**config.mk**
```make
export PLATFORM = sky130hd
export DESIGN_NAME = fsmff_row_match
export DESIGN_NICKNAME = d
export VERILOG_FILES = /design/src/rtl/fsmff_pkg.sv /design/src/rtl/fsmff_row_match.sv
export SDC_FILE = /design/constraint.sdc
export NUM_CORES = 1
export LEC_CHECK = 0
export BUFFER_PORTS_ARGS = -buffer_cell sky130_fd_sc_hd__buf_2
export CORE_AREA = 2 2 205 207
export DETAILED_ROUTE_END_ITERATION = 16
export DIE_AREA = 0 0 207 209
export GPL_TIMING_DRIVEN = 0
export PLACE_DENSITY_LB_ADDON = 0.3
export SETUP_SLACK_MARGIN = 0.15
export SYNTH_ARGS = -nofsm -noshare
export SYNTH_HDL_FRONTEND = slang
export SYNTH_SLANG_ARGS = --single-unit
```
**constraint.sdc**
```tcl
create_clock -name vclk -period 6.8
set_input_delay 1.02 -clock vclk [all_inputs]
set_output_delay 1.02 -clock vclk [all_outputs]
set_load 0.02 [all_outputs]
```
**src/rtl/fsmff_pkg.sv**
```systemverilog
// types, constants and the category function for the free-space map
// no dependencies
`timescale 1ns / 1ps

package fsmff_pkg;

    localparam int PAGES      = 4096;
    localparam int PAGE_BYTES = 8192;
    // category of a completely free page
    localparam int CAT_SCALE  = 255;

    // one memory word holds the categories of this many pages
    localparam int ROW_ENTRIES = 64;
    localparam int ROWS        = PAGES / ROW_ENTRIES;
    localparam int ROW_W       = $clog2(ROWS);
    localparam int COL_W       = $clog2(ROW_ENTRIES);
    localparam int CNT_W       = $clog2(PAGES + 1);

    typedef logic [7:0]          cat_t;
    typedef logic [11:0]         page_idx_t;
    typedef logic [12:0]         total_t;
    typedef logic [ROW_W-1:0]    row_idx_t;
    typedef logic [ROW_W:0]      scan_t;
    typedef logic [COL_W-1:0]    col_idx_t;
    typedef logic [CNT_W-1:0]    cnt_t;
    typedef cat_t [ROW_ENTRIES-1:0] row_t;

    typedef enum logic [1:0] {
        CMD_UPDATE = 2'd0,
        CMD_SET    = 2'd1,
        CMD_FIND   = 2'd2,
        CMD_GET    = 2'd3
    } cmd_t;

    typedef struct packed {
        cmd_t        cmd;
        page_idx_t   page_index;
        logic [15:0] byte_count;
        cat_t        category_value;
    } in_t;

    typedef struct packed {
        logic      found;
        page_idx_t result_page;
        cat_t      result_category;
        total_t    page_total;
    } out_t;

    typedef struct packed {
        logic     hit;
        col_idx_t col;
    } match_t;

    typedef enum logic [2:0] {
        ST_IDLE,
        ST_FETCH,
        ST_APPLY,
        ST_SCAN,
        ST_DONE
    } state_t;

    function automatic cat_t bytes_to_cat(input logic [15:0] bytes);
        logic [15:0] clamped;
        logic [23:0] prod;
        clamped = (32'(bytes) > PAGE_BYTES) ? 16'(PAGE_BYTES) : bytes;
        prod    = 24'(clamped) * 24'(CAT_SCALE);
        return cat_t'(prod / PAGE_BYTES);
    endfunction

endpackage

```
**src/rtl/fsmff_row_match.sv**
```systemverilog
// first-fit search within one memory row: compare and priority encode
// depends on fsmff_pkg
`timescale 1ns / 1ps

module fsmff_row_match (
    input  fsmff_pkg::row_t   row,
    input  fsmff_pkg::cat_t   need,
    output fsmff_pkg::match_t result
);

    logic [fsmff_pkg::ROW_ENTRIES-1:0] fits;

    always_comb begin
        for (int i = 0; i < fsmff_pkg::ROW_ENTRIES; i++) begin
            fits[i] = (row[i] != '0) && (row[i] >= need);
        end
    end

    // lowest fitting entry wins
    always_comb begin
        result.hit = |fits;
        result.col = '0;
        for (int i = fsmff_pkg::ROW_ENTRIES - 1; i >= 0; i--) begin
            if (fits[i]) begin
                result.col = fsmff_pkg::col_idx_t'(i);
            end
        end
    end

endmodule

```
==> metrics.yaml <==
timing:
  finalHoldViolations: 0
  grt_setup_unrepaired: "no"
  min_period_ns: 6.17
  setup_viol: 0
  final_max_slew_viol_count: 0
  fin_crit_sh: 0.908
  fin_setup_tns_ns: 0
  slew_headroom: 0.233
  fmax_mhz: 162
  worst_slew_pin_slew_ns: 1.14
global_routing:
  antenna_found_initial: 17
  grt_pass1_wl_um: 79300
  grt_usage: 0.224
  grt_overflow: 0
  grt_pass1_vias: 15133
  grt_max_degree: 37
route:
  dr_wl_met2_um: 24500
  drt_iter0_markers: 510
  wl_met1_um: 21600
  vias: 14634
  drc: 0
  final_antenna_net_count: 0
  wl_um: 50600
  top_layer_used: "met5"
  post_drt_wl_per_cell_um: 19.2
  via_per_inst: 5.56
  wl_met3_um: 3100
  drtPass1Iterations: 5
final_layout:
  clock_buffers: 0
  fin_nets: 3115
  n_fill_cell: 4302
  sequential_cell_total: 0
  syn_to_final_growth_pct: 28.2
  final-seq-area_um2: 0
  multi_input_area_um2: 12300
  drive_gt1_frac: 0.271
synth:
  syn_nets: 2578
  synth_area_um2: 12600
  yosysWarnings: 0
  avgSynthCellArea_um2: 8.15
  ys_seq_area_frac: 0
  synth.distinct_cells: 66
  postSynthCellCount: 1546
power_and_ir_drop:
  p_leak_nw: 8.65
  peakVddDrop_v: 0.0000468
  power.density_nw_per_um2: 64.8
  power_mw: 1.05
clock_tree:
  ctsResizeCount: 0
  postCtsHoldBufs: 0
  postCtsSetupBuffers: 0
setup_path:
  required_ns: 5.78
  crit_path_max_fanout: 33
  end_kind: "output pin"
  start_kind: "primary input"
  cp.arrival_ns: 5.15
  critPathLaunch: "need[7]"
  critPathCapture: "result[2]"
  path_class: "in -> out"
placed_design:
  port_buffers: 527
  hpwl_um: 43300
  gp_congestion: 0.898
die:
  ios: 527
  num_rows: 75
  die_y_um: 209
  die_area_um2: 43300
  fp.dieW_um: 207
  initial_core_util: 0.305
  core-area_um2: 41300
status:
  outcome: "complete, no violations"
hold_path:
  worstHoldPathType: "in -> out"
run:
  drv_cap: 0
==> cells by family (layout without fill, tap and decap cells) <==
kind of cell / Yosys count / after routing / share of synthesized area
other cells: 0 / 13 / 0
buf+inv: 93 / 628 / 0.0277
fa+ha+maj: 512 / 512 / 0.508
simple gates: 424 / 424 / 0.180
compound gates: 517 / 517 / 0.284
==> through the flow <==
step                cell area (um2)  hold slack (ns)  setup slack (ns)  cells  utilization
floorplan                     12600             2.43              1.15   1546            -
global placement              15900             2.70             -1.34   2612        0.385
finish                        16100             2.72             0.626   2633        0.391
CTS                           16100             2.72             0.498   2620        0.390
detailed placement            16100             2.72             0.511   2620        0.390
global route                  16100             2.75             0.351   2630        0.391
==> layout make-up <==
cell class                 instances  share of cell area
tap                              539              0.0418
antenna                           13             0.00201
multi-input combinational       1453               0.759
timing repair buffer             535               0.175
inverter                          93              0.0227
==> synth_stat cells, drive strengths merged (17+ instances only) <==
master,count,share of area
a211oi,41,0.025
a21o,106,0.063
a21oi,110,0.044
ha,512,0.51
inv,93,0.028
nand2,71,0.021
nand2b,38,0.019
nand3,30,0.012
nand4,17,0.0084
nor2,76,0.023
nor4,125,0.062
o2111ai,21,0.015
o211ai,17,0.011
o21ai,98,0.039
o31ai,20,0.012
==> placed cells by master (no fill, tap or decap), types with 38 or more instances in the layout <==
cell type and instances:
a211oi_1 40, a21o_1 106, a21oi_1 108, buf_2 526
ha_1 512, inv_1 86, nand2_1 71, nand2b_1 38
nor2_1 76, nor4_1 125, o21ai_0 90
==> worst max-delay path, stage by stage <==
cell and delay (ns):
buf_2 0.11, inv_4 0.38, buf_12 0.31, ha_1 0.32, a211o_1 0.29, o31a_1 0.27, a22oi_1 0.27, nor2b_1 0.25
a21oi_2 0.08, o41ai_1 0.66, a2111oi_2 0.22, o31ai_1 0.54, a21oi_1 0.19, buf_2 0.21
==> power breakdown <==
part	leakage [nW]	switching, mW	total (mW)	internal (mW)
Combinational	8.65	0.576	1.05	0.470
Sequential	0	0	0	0
Clock	0.0000824	0	0.000000256	0.000000256
==> layer usage <==
metal  vias up  global-route usage
li1       7334                   -
met1      6718               0.267
met2       483               0.413
met3        93              0.0403
met4         6              0.0544
met5         -                   0
==> worst min path at each step <==
stage                  from        end  slack, ns  cells past startpoint
floorplan           row[31]  result[2]       2.43                      5
global placement    row[28]  result[0]       2.70                      7
detailed placement  row[28]  result[0]       2.72                      7
CTS                 row[28]  result[0]       2.72                      7
global route        row[28]  result[0]       2.75                      7
finish              row[28]  result[0]       2.72                      7
No activity file was read; power rests on OpenSTA's default activity.
